[config.mk]
export PLATFORM = sky130hd
export DESIGN_NAME = counting_semaphore_table_top
export DESIGN_NICKNAME = d
export VERILOG_FILES = /design/src/hdl/cst_pkg.sv /design/src/hdl/cst_ctrl.sv /design/src/hdl/cst_datapath.sv /design/src/hdl/counting_semaphore_table_top.sv
export SDC_FILE = /design/constraint.sdc
export NUM_CORES = 1
export LEC_CHECK = 0
export ABC_AREA = 1
export CAP_MARGIN = 5
export CELL_PAD_IN_SITES_DETAIL_PLACEMENT = 1
export CELL_PAD_IN_SITES_GLOBAL_PLACEMENT = 2
export CORE_MARGIN = 2
export CORE_UTILIZATION = 43
export CTS_BUF_LIST = sky130_fd_sc_hd__clkbuf_16
export DETAILED_ROUTE_END_ITERATION = 16
export DONT_BUFFER_PORTS = 1
export HOLD_SLACK_MARGIN = 0.12
export PLACE_DENSITY = 0.86
export SYNTH_ARGS = -nofsm -noshare
export SYNTH_HDL_FRONTEND = slang
export SYNTH_HIERARCHICAL = 1
export SYNTH_SLANG_ARGS = --single-unit
[constraint.sdc]
create_clock -name i_clk -period 10.1 [get_ports i_clk]
set_input_delay 0.505 -clock i_clk [delete_from_list [all_inputs] [get_ports i_clk]]
set_output_delay 0.505 -clock i_clk [all_outputs]
set_load 0.02 [all_outputs]
[src/hdl/cst_pkg.sv]
// Package with the shared types and constants of the counting semaphore table.
package cst_pkg;

    localparam int ACT_W   = 2;
    localparam int ID_W    = 4;
    localparam int COUNT_W = 16;
    localparam int ID_SPAN = 1 << ID_W;

    localparam logic [ACT_W-1:0] ACT_CREATE = 2'd0;
    localparam logic [ACT_W-1:0] ACT_FREE   = 2'd1;
    localparam logic [ACT_W-1:0] ACT_P      = 2'd2;
    localparam logic [ACT_W-1:0] ACT_V      = 2'd3;

    localparam logic STATUS_DONE    = 1'b0;
    localparam logic STATUS_NO_FREE = 1'b1;

    typedef logic signed [COUNT_W-1:0] t_count;

    localparam t_count COUNT_MAX = 16'sh7FFF;
    localparam t_count COUNT_MIN = 16'sh8000;

    typedef struct packed {
        logic load;
        logic exec;
    } t_dp_cmd;

endpackage

[src/hdl/cst_ctrl.sv]
// Controller state machine that sequences the load and execute steps of one operation.
module cst_ctrl
    import cst_pkg::*;
(
    input  logic    i_clk,
    input  logic    i_rst_n,
    input  logic    start,
    output logic    busy,
    output logic    o_done,
    output t_dp_cmd o_cmd
);

    localparam logic ST_IDLE = 1'b0;
    localparam logic ST_EXEC = 1'b1;

    logic r_state;
    logic n_state;
    logic r_done;
    logic n_done;

    always_comb begin
        n_state   = r_state;
        n_done    = 1'b0;
        o_cmd     = '0;
        unique case (r_state)
            ST_IDLE: begin
                if (start) begin
                    o_cmd.load = 1'b1;
                    n_state    = ST_EXEC;
                end
            end
            ST_EXEC: begin
                o_cmd.exec = 1'b1;
                n_done     = 1'b1;
                n_state    = ST_IDLE;
            end
            default: begin
                n_state = ST_IDLE;
            end
        endcase
    end

    always_ff @(posedge i_clk) begin
        if (!i_rst_n) begin
            r_state <= ST_IDLE;
            r_done  <= 1'b0;
        end else begin
            r_state <= n_state;
            r_done  <= n_done;
        end
    end

    assign busy   = (r_state == ST_EXEC);
    assign o_done = r_done;

endmodule

[src/hdl/cst_datapath.sv]
// Datapath holding the semaphore stores, the free-entry search and the count update.
module cst_datapath
    import cst_pkg::*;
#(
    parameter int DEPTH = 16
) (
    input  logic               i_clk,
    input  logic               i_rst_n,
    input  t_dp_cmd            i_cmd,
    input  logic [ACT_W-1:0]   i_action,
    input  logic [ID_W-1:0]    i_entry_id,
    input  t_count             i_initial_count,
    output logic               o_status,
    output logic [ID_W-1:0]    o_created_id,
    output logic               o_must_wait,
    output logic               o_wake_one
);

    localparam int IDX_W = (DEPTH > 1) ? $clog2(DEPTH) : 1;

    logic [ACT_W-1:0] r_act;
    logic [ID_W-1:0]  r_id;
    t_count           r_init;

    logic [DEPTH-1:0] r_alloc;
    t_count           r_count [DEPTH];

    logic             r_status;
    logic [ID_W-1:0]  r_cid;
    logic             r_wait;
    logic             r_wake;

    logic             found;
    logic [IDX_W-1:0] free_idx;
    logic             in_range;
    logic [IDX_W-1:0] sel;
    t_count           cur;
    t_count           dec;
    t_count           inc;
    logic             wr_count;
    t_count           wr_value;
    logic             set_alloc;
    logic             clr_alloc;
    logic             n_status;
    logic [ID_W-1:0]  n_cid;
    logic             n_wait;
    logic             n_wake;

    always_comb begin
        found    = 1'b0;
        free_idx = '0;
        for (int k = DEPTH - 1; k >= 0; k--) begin
            if (!r_alloc[k]) begin
                found    = 1'b1;
                free_idx = IDX_W'(k);
            end
        end
    end

    assign in_range = (32'(r_id) < DEPTH);
    assign sel      = (r_act == ACT_CREATE) ? free_idx : r_id[IDX_W-1:0];
    assign cur      = r_count[sel];
    assign dec      = (cur != COUNT_MIN) ? cur - 16'sd1 : cur;
    assign inc      = (cur != COUNT_MAX) ? cur + 16'sd1 : cur;

    always_comb begin
        wr_count  = 1'b0;
        wr_value  = cur;
        set_alloc = 1'b0;
        clr_alloc = 1'b0;
        n_status  = STATUS_DONE;
        n_cid     = '0;
        n_wait    = 1'b0;
        n_wake    = 1'b0;
        unique case (r_act)
            ACT_CREATE: begin
                if (found) begin
                    set_alloc = 1'b1;
                    wr_count  = 1'b1;
                    wr_value  = r_init;
                    n_cid     = ID_W'(free_idx);
                end else begin
                    n_status = STATUS_NO_FREE;
                end
            end
            ACT_FREE: begin
                if (in_range && r_alloc[sel] && (cur > 16'sd0)) begin
                    clr_alloc = 1'b1;
                end
            end
            ACT_P: begin
                if (in_range) begin
                    wr_count = 1'b1;
                    wr_value = dec;
                    n_wait   = (dec < 16'sd0);
                end
            end
            ACT_V: begin
                if (in_range) begin
                    wr_count = 1'b1;
                    wr_value = inc;
                    n_wake   = (inc < 16'sd1);
                end
            end
            default: begin
                wr_count = 1'b0;
            end
        endcase
    end

    always_ff @(posedge i_clk) begin
        if (i_cmd.load) begin
            r_act  <= i_action;
            r_id   <= i_entry_id;
            r_init <= i_initial_count;
        end
        if (i_cmd.exec) begin
            r_status <= n_status;
            r_cid    <= n_cid;
            r_wait   <= n_wait;
            r_wake   <= n_wake;
        end
    end

    always_ff @(posedge i_clk) begin
        if (!i_rst_n) begin
            r_alloc <= '0;
            for (int k = 0; k < DEPTH; k++) begin
                r_count[k] <= '0;
            end
        end else if (i_cmd.exec) begin
            if (set_alloc) begin
                r_alloc[sel] <= 1'b1;
            end
            if (clr_alloc) begin
                r_alloc[sel] <= 1'b0;
            end
            if (wr_count) begin
                r_count[sel] <= wr_value;
            end
        end
    end

    assign o_status     = r_status;
    assign o_created_id = r_cid;
    assign o_must_wait  = r_wait;
    assign o_wake_one   = r_wake;

endmodule

[src/hdl/counting_semaphore_table_top.sv]
// Top level of the counting semaphore table: controller, datapath and checks.
//
//   Channel   Direction  Transfer when      Signals
//   command   in         start && !busy     i_action, i_entry_id, i_initial_count
//   result    out        o_done             o_status, o_created_id, o_must_wait, o_wake_one
//
// Each operation has a load step that captures the command and an execute step that
// reads, updates and writes back the addressed entry in the datapath registers.
// The result is shown for one cycle after that, while the next command may be taken.
// Reset is synchronous and active low; it clears both stores and the controller.
// The receiver cannot stall, so results never wait.
module counting_semaphore_table_top
    import cst_pkg::*;
#(
    parameter int SEM_ENTRIES = 16
) (
    input  logic               i_clk,
    input  logic               i_rst_n,
    input  logic               start,
    output logic               busy,
    input  logic [ACT_W-1:0]   i_action,
    input  logic [ID_W-1:0]    i_entry_id,
    input  t_count             i_initial_count,
    output logic               o_done,
    output logic               o_status,
    output logic [ID_W-1:0]    o_created_id,
    output logic               o_must_wait,
    output logic               o_wake_one
);

    localparam int DEPTH = (SEM_ENTRIES < ID_SPAN) ? SEM_ENTRIES : ID_SPAN;

    t_dp_cmd cmd;

    cst_ctrl u_ctrl (
        .i_clk   (i_clk),
        .i_rst_n (i_rst_n),
        .start   (start),
        .busy    (busy),
        .o_done  (o_done),
        .o_cmd   (cmd)
    );

    cst_datapath #(
        .DEPTH (DEPTH)
    ) u_datapath (
        .i_clk           (i_clk),
        .i_rst_n         (i_rst_n),
        .i_cmd           (cmd),
        .i_action        (i_action),
        .i_entry_id      (i_entry_id),
        .i_initial_count (i_initial_count),
        .o_status        (o_status),
        .o_created_id    (o_created_id),
        .o_must_wait     (o_must_wait),
        .o_wake_one      (o_wake_one)
    );

    a_accept_busy: assert property (@(posedge i_clk) disable iff (!i_rst_n)
        (start && !busy) |=> busy)
        else $error("Accepted command did not make the block busy.");

    a_busy_one_cycle: assert property (@(posedge i_clk) disable iff (!i_rst_n)
        busy |=> !busy)
        else $error("Execute step lasted more than one cycle.");

    a_result_follows: assert property (@(posedge i_clk) disable iff (!i_rst_n)
        (start && !busy) |-> ##2 o_done)
        else $error("Result strobe missing two cycles after a command transfer.");

    a_done_only_after_exec: assert property (@(posedge i_clk) disable iff (!i_rst_n)
        o_done |-> $past(busy))
        else $error("Result strobe without a preceding execute step.");

    a_fail_clean: assert property (@(posedge i_clk) disable iff (!i_rst_n)
        (o_done && o_status) |-> (o_created_id == '0 && !o_must_wait && !o_wake_one))
        else $error("Failed create carried non-zero result fields.");

endmodule

==> results.py, run 1 <==
metrics = {
    "logic_synthesis": {
        "synth.ff_latch_count": 303,
        "synth.cell_area_um2": 16800,
        "synthTopCellsByArea": "edfxtp_1, nand2_1, nor2_1",
        "ys.flop_type": "edfxtp_1",
        "synth_cells": 2041,
        "mappedNetlistNets": 2067,
        "postSynthAreaPerCell_um2": 8.21,
        "async_reset_ff_share_pct": 0,
        "synth_cell_type_count": 45,
        "yosysWarnings": 6,
        "synth_top_area_share_pct": 51.1,
        "seq_area_frac_synth_pct": 53.2,
        "synth.largest_area_cell": "edfxtp_1",
        "synth_edf_count": 285,
    },
    "floorplanning": {
        "rows": 72,
        "die_w_um": 201,
        "initial_core_util_pct": 43.5,
        "die_area_um2": 40600,
        "dieHeight_um": 201,
        "fp.coreArea_um2": 38600,
        "io_pins": 34,
    },
    "setup_path": {
        "cp-startpoint": "u_datapath/r_alloc[15]$_SDFFE_PN0P_",
        "max_stage_delay_ns": 0.86,
        "critPathLaunchType": "flip-flop",
        "cp_max_fo": 83,
        "r2r_end": "u_datapath/r_count[14][9]$_SDFFCE_PN0P_",
        "r2r_cells": 33,
        "path_class": "reg -> reg",
        "endpoint_kind": "flip-flop",
        "cp_slowest_cell": "buf_4",
        "rrSetupSlack_ns": 4.33,
        "reg2reg_from": "u_datapath/r_alloc[15]$_SDFFE_PN0P_",
        "cpMostUsedCell": "nand2_1",
        "worstPathArrival_ns": 6.03,
        "cp_data_required_time_ns": 10.36,
    },
    "drt": {
        "drc": 0,
        "drtAntennaViolNets": 0,
        "post_drt_wl_per_cell_um": 22.7,
        "vias": 14100,
        "first_pass_iters": 5,
        "wl_mm": 58.2,
        "drt_iter0_markers": 960,
        "vias_per_cell": 5.51,
    },
    "clock_tree": {
        "cts_buffers": 36,
        "h-tree-depth": 2,
        "cts_root_buffer": "clkbuf_16",
        "clk_pin_slew_ns": 0.06,
        "tritoncts": "yes",
        "insertion_delay_ns": 0.55,
        "cts_num_sinks": 303,
        "post_cts_buffers": 0,
        "clock_path_buffers": 3,
    },
    "place": {
        "place_hpwl_mm": 37.1,
        "globalplace.congestion": 0.920,
        "portBuffers": 0,
        "place_inst": 2471,
    },
    "power": {
        "p_leak_nw": 7.80,
        "vdd_drop_max_mv": 0.142,
        "power_density_nw_per_um2": 174,
    },
    "global_route": {
        "grt_start_max_net_pins": 84,
        "grtUsageTotal_pct": 29.0,
        "grt_pass1_vias": 14600,
        "gr-total-overflow": 0,
        "grt_pass1_wl_mm": 88.2,
        "antenna_found_initial": 0,
    },
    "sta": {
        "setup_viol": 0,
        "worst_hold_slack_ns": 0.292,
        "drv_slew": 0,
        "skew_ns": 0.0199,
        "period_share_pct": 57.1,
        "setup_tns_ns": 0,
        "fmax_mhz": 173,
        "hold_viol_final": 0,
        "rsz0062_at_grt": "false",
        "finalCriticalPeriod_ns": 5.77,
        "worst_pin_slew_ns": 1.12,
        "max-slew-margin-rel_pct": 25.0,
    },
    "min_path": {
        "hold_end": "u_datapath/r_alloc[2]$_SDFFE_PN0P_",
        "min_delay_path_depth": 2,
        "hold_path.class": "in -> reg",
        "hold_start": "i_rst_n",
    },
    "cells_and_area": {
        "nFillCells": 4714,
        "final_nets": 2041,
        "syn_to_final_growth_pct": 9.21,
        "ff_latch_area_um2": 8920,
        "drive_gt1_share_pct": 7.01,
        "stdcell_count": 2559,
        "insertedDiodeCount": 0,
        "layout_common_cells": "nand2_1, nor2_1, edfxtp_1",
        "multi_input_area_um2": 6270,
        "final_common_cell": "nand2_1",
    },
    "job": {
        "maxCapViolCount": 0,
    },
    "outcome": {
        "outcome": "completed",
    },
}
critical path: cells and delay by family, from the launching register on:
kind | cells | cell delay, ns
compound gates | 1 | 0.66
buf+inv | 3 | 1.00
flops | 1 | 0.34
simple gates | 29 | 3.42
layer usage:
layer	track usage (%)	up-vias	wire (um)
met5	0	-	0
met4	10.6	0	1870
met3	4.57	104	3260
met2	47.9	369	27500
met1	38.7	7137	25500
li1	-	6483	-
cells in the mapped netlist, types with 9 or more instances:
cell      number
nor2_2        23
buf_2         28
nand3_1      111
nand2_1      592
nand4_1       42
inv_1        253
clkbuf_1      41
o21ai_1       12
inv_2         14
buf_4         17
o21ai_0       32
buf_6         11
nor2_1       371
dfxtp_1       18
edfxtp_1     285
nor2_4         9
nand2_2       11
nand3b_1      85
logic make-up (layout without fill, tap and decap cells):
group           Yosys count  in the layout  synth area share (%)
xor+xnor                  1              1                0.0523
flops                   303            303                  53.2
compound gates          101            101                  4.02
buf+inv                 374            374                  9.46
simple gates           1261           1261                  33.2
fa+ha+maj                 1              1                0.0747
repair_timing:
action                                 in CTS  in global routing
hold buffers                               24                  0
endpoints found under the hold margin      34                  0
resized for setup                           0                  0
power breakdown:
| part | total, W | internal, W | switching (W) |
|---|---|---|---|
| registers | 0.00143 | 0.00142 | 0.0000157 |
| logic | 0.000524 | 0.000118 | 0.000406 |
| clock network | 0.00123 | 0.000703 | 0.000528 |
worst max path at each step:
stage | endpoint | slack (ns) | cells after the start
2_1_floorplan | u_datapath/r_count[12][1]$_SDFFCE_PN0P_ | 6.57 | 21
3_3_place_gp | u_datapath/r_count[8][10]$_SDFFCE_PN0P_ | 4.57 | 33
3_5_place_dp | u_datapath/r_count[10][10]$_SDFFCE_PN0P_ | 4.45 | 25
4_1_cts | u_datapath/r_count[10][10]$_SDFFCE_PN0P_ | 4.41 | 25
5_1_grt | u_datapath/r_count[4][4]$_SDFFCE_PN0P_ | 3.86 | 32
6_report | u_datapath/r_count[14][9]$_SDFFCE_PN0P_ | 4.33 | 33
flip-flops by register name (all words and copies together), names as in the netlist:
signal and count:
u_datapath/r_count 256, u_datapath/r_alloc 16, u_datapath/r_init 16, u_datapath/o_created_id 4
u_datapath/r_id 4, u_datapath/r_act 2, u_ctrl/busy 1, u_ctrl/o_done 1
u_datapath/o_must_wait 1, u_datapath/o_status 1, u_datapath/o_wake_one 1
through the flow:
stage                     worst slack, ns  power, W  util, %  instance area, um^2
after floorplan                      6.57   0.00180        -                16800
after global placement               4.57   0.00196     44.0                17000
after CTS                            4.41   0.00321     47.5                18300
after global routing                 3.86   0.00330     47.5                18300
after detailed placement             4.45   0.00197     44.0                17000
final                                4.33   0.00319     47.5                18300
final cells by class:
cell class	count	area share (%)
Clock buffer	38	5.20
Clock inverter	26	0.786
Inverter	271	5.56
Multi-Input combinational cell	1364	34.2
Sequential cell	303	48.7
Tap cell	518	3.54
Timing Repair Buffer	39	1.93
(Power assumes the default switching activity.)
==> run 2, diff against run 1 <==
Settings changed: CORE_UTILIZATION 43 to 40, PLACE_DENSITY 0.86 to 0.81.
Clock period 10.1 ns to 5.45 ns, I/O delays scaled along.
==> results.py, run 2 (synthesized netlist as in run 1, its figures left out) <==
metrics = {
    "outcome": {
        "outcome": "completed",
    },
    "clock_tree": {
        "clk_pin_slew_ns": 0.06,
        "cts_num_sinks": 303,
        "clock_path_buffers": 3,
        "cts_root_buffer": "clkbuf_16",
        "h-tree-depth": 2,
        "tritoncts": "yes",
        "cts_buffers": 36,
        "insertion_delay_ns": 0.56,
    },
    "cells_and_area": {
        "largest_register_ffs": 256,
        "layout_common_cells": "nand2_1, nor2_1, edfxtp_1",
        "reg.largest.list": "u_datapath/r_count: 256 flops, u_datapath/r_alloc: 16 flops, u_datapath/r_init: 16 flops",
        "final_common_cell": "nand2_1",
        "finish.instance_area_um2": 18600,
        "stdcell_count": 2601,
        "drive_gt1_share_pct": 8.46,
        "largest-register": "u_datapath/r_count",
        "final_nets": 2071,
        "insertedDiodeCount": 0,
        "syn_to_final_growth_pct": 10.9,
    },
    "global_route": {
        "grt_start_max_net_pins": 72,
        "grt_pass1_wl_mm": 89.6,
        "grtUsageTotal_pct": 27.5,
        "grt_pass1_vias": 14400,
        "antenna_found_initial": 0,
        "gr-total-overflow": 0,
    },
    "drt": {
        "wl_mm": 59.5,
        "first_pass_iters": 7,
        "post_drt_wl_per_cell_um": 22.9,
        "drt_iter0_markers": 1121,
        "drc": 0,
        "vias": 14200,
        "vias_per_cell": 5.44,
        "drtAntennaViolNets": 0,
    },
    "place": {
        "dpl_cell_area_um2": 17300,
        "place_hpwl_mm": 40.0,
        "place_inst": 2515,
        "globalplace.congestion": 0.937,
        "portBuffers": 0,
    },
    "power": {
        "vdd_drop_max_mv": 0.202,
        "p_leak_nw": 7.92,
        "power_density_nw_per_um2": 317,
    },
    "sta": {
        "hold_viol_final": 0,
        "max-slew-margin-rel_pct": 30.3,
        "skew_ns": 0.0234,
        "period_share_pct": 93.9,
        "setup_tns_ns": 0,
        "setup_viol": 0,
        "worst_hold_slack_ns": 0.342,
        "rsz0062_at_grt": "false",
        "worst_pin_slew_ns": 1.05,
        "drv_slew": 0,
        "fmax_mhz": 195,
        "finalCriticalPeriod_ns": 5.12,
    },
    "floorplanning": {
        "initial_core_util_pct": 40.8,
        "rows": 74,
        "die_w_um": 209,
        "fp.coreArea_um2": 41100,
        "die_area_um2": 43500,
        "dieHeight_um": 209,
        "io_pins": 34,
    },
    "setup_path": {
        "cp_max_fo": 16,
        "critPathLaunchType": "flip-flop",
        "endpoint_kind": "flip-flop",
        "rrSetupSlack_ns": 0.33,
        "cp_data_required_time_ns": 5.51,
        "worstPathArrival_ns": 5.17,
        "path_class": "reg -> reg",
    },
    "job": {
        "maxCapViolCount": 0,
    },
    "min_path": {
        "hold_path.class": "in -> reg",
    },
}
==> run 2: changes by cell type in the layout (fill, tap and decap cells not counted) <==
cell and delta:
nor2_4 +1, nor2_2 -1, inv_1 -6, clkinv_8 -1
bufinv_16 -1, buf_4 +23, buf_12 +7, inv_6 +1
clkbuf_16 -1, clkinvlp_4 +1, clkinv_1 +2, clkinv_2 +3
==> run 2: area by class of cell <==
class / count / area, um^2
Multi-Input combinational cell: 1364 / 6270
Tap cell: 532 / 666
Timing Repair Buffer: 69 / 666
Fill cell: 4941 / 22500
Clock buffer: 37 / 926
Clock inverter: 25 / 114
Sequential cell: 303 / 8920
Inverter: 271 / 1020
==> run 2: what timing repair did <==
item,CTS,global route
endpoints found under the hold margin,40,0
endpoints found under the setup margin,0,13
hold buffers,24,0
setup buffers,0,0
gates resized for setup,0,1
==> run 2: where the power goes <==
group          switching [W]  total, W  internal [W]  leakage, nW
Combinational       0.000772   0.00102      0.000248         4.32
Sequential         0.0000305   0.00266       0.00263         3.06
Clock               0.000982   0.00221       0.00122        0.545
Total                0.00178   0.00589       0.00410         7.92
==> run 2: critical path, cell delays in order, from the launching register on <==
cell,delay [ns]
dfxtp_1,0.41
inv_1,0.11
nor3_2,0.35
inv_1,0.12
nor2_1,0.19
nand3_1,0.16
nand2_1,0.20
inv_1,0.35
nor2_1,0.66
nor3_1,0.09
inv_1,0.43
nor2_1,0.14
inv_1,0.59
nand2_1,0.80
==> run 2: per-stage QoR <==
stage / power (W) / setup slack (ns) / utilization, %
2_1_floorplan: 0.00333 / 1.92 / -
3_3_place_gp: 0.00369 / 0.501 / 42.1
3_5_place_dp: 0.00371 / 0.396 / 42.1
4_1_cts: 0.00593 / 0.389 / 45.2
5_1_grt: 0.00611 / 0.0327 / 45.2
6_report: 0.00589 / 0.333 / 45.2
==> run 2: final timing paths <==
| kind | start | end | depth (start not counted) |
|---|---|---|---|
| setup / recovery | u_datapath/r_alloc[13]$_SDFFE_PN0P_ | u_datapath/r_count[12][14]$_SDFFCE_PN0P_ | 13 |
| hold / removal | i_initial_count[2] | u_datapath/r_init[2]$_DFFE_PP_ | 1 |
| setup reg to reg | u_datapath/r_alloc[13]$_SDFFE_PN0P_ | u_datapath/r_count[12][14]$_SDFFCE_PN0P_ | 13 |
| hold reg to reg | u_datapath/r_alloc[15]$_SDFFE_PN0P_ | u_datapath/r_alloc[15]$_SDFFE_PN0P_ | 2 |
==> run 2: routing by layer <==
layer | track usage (%) | share of wire (%) | up-vias
met4 | 9.11 | 2.9 | 0
met3 | 3.55 | 5.0 | 97
met2 | 45.9 | 48 | 370
met5 | 0 | 0 | -
met1 | 37.2 | 44 | 7146
li1 | - | - | 6546
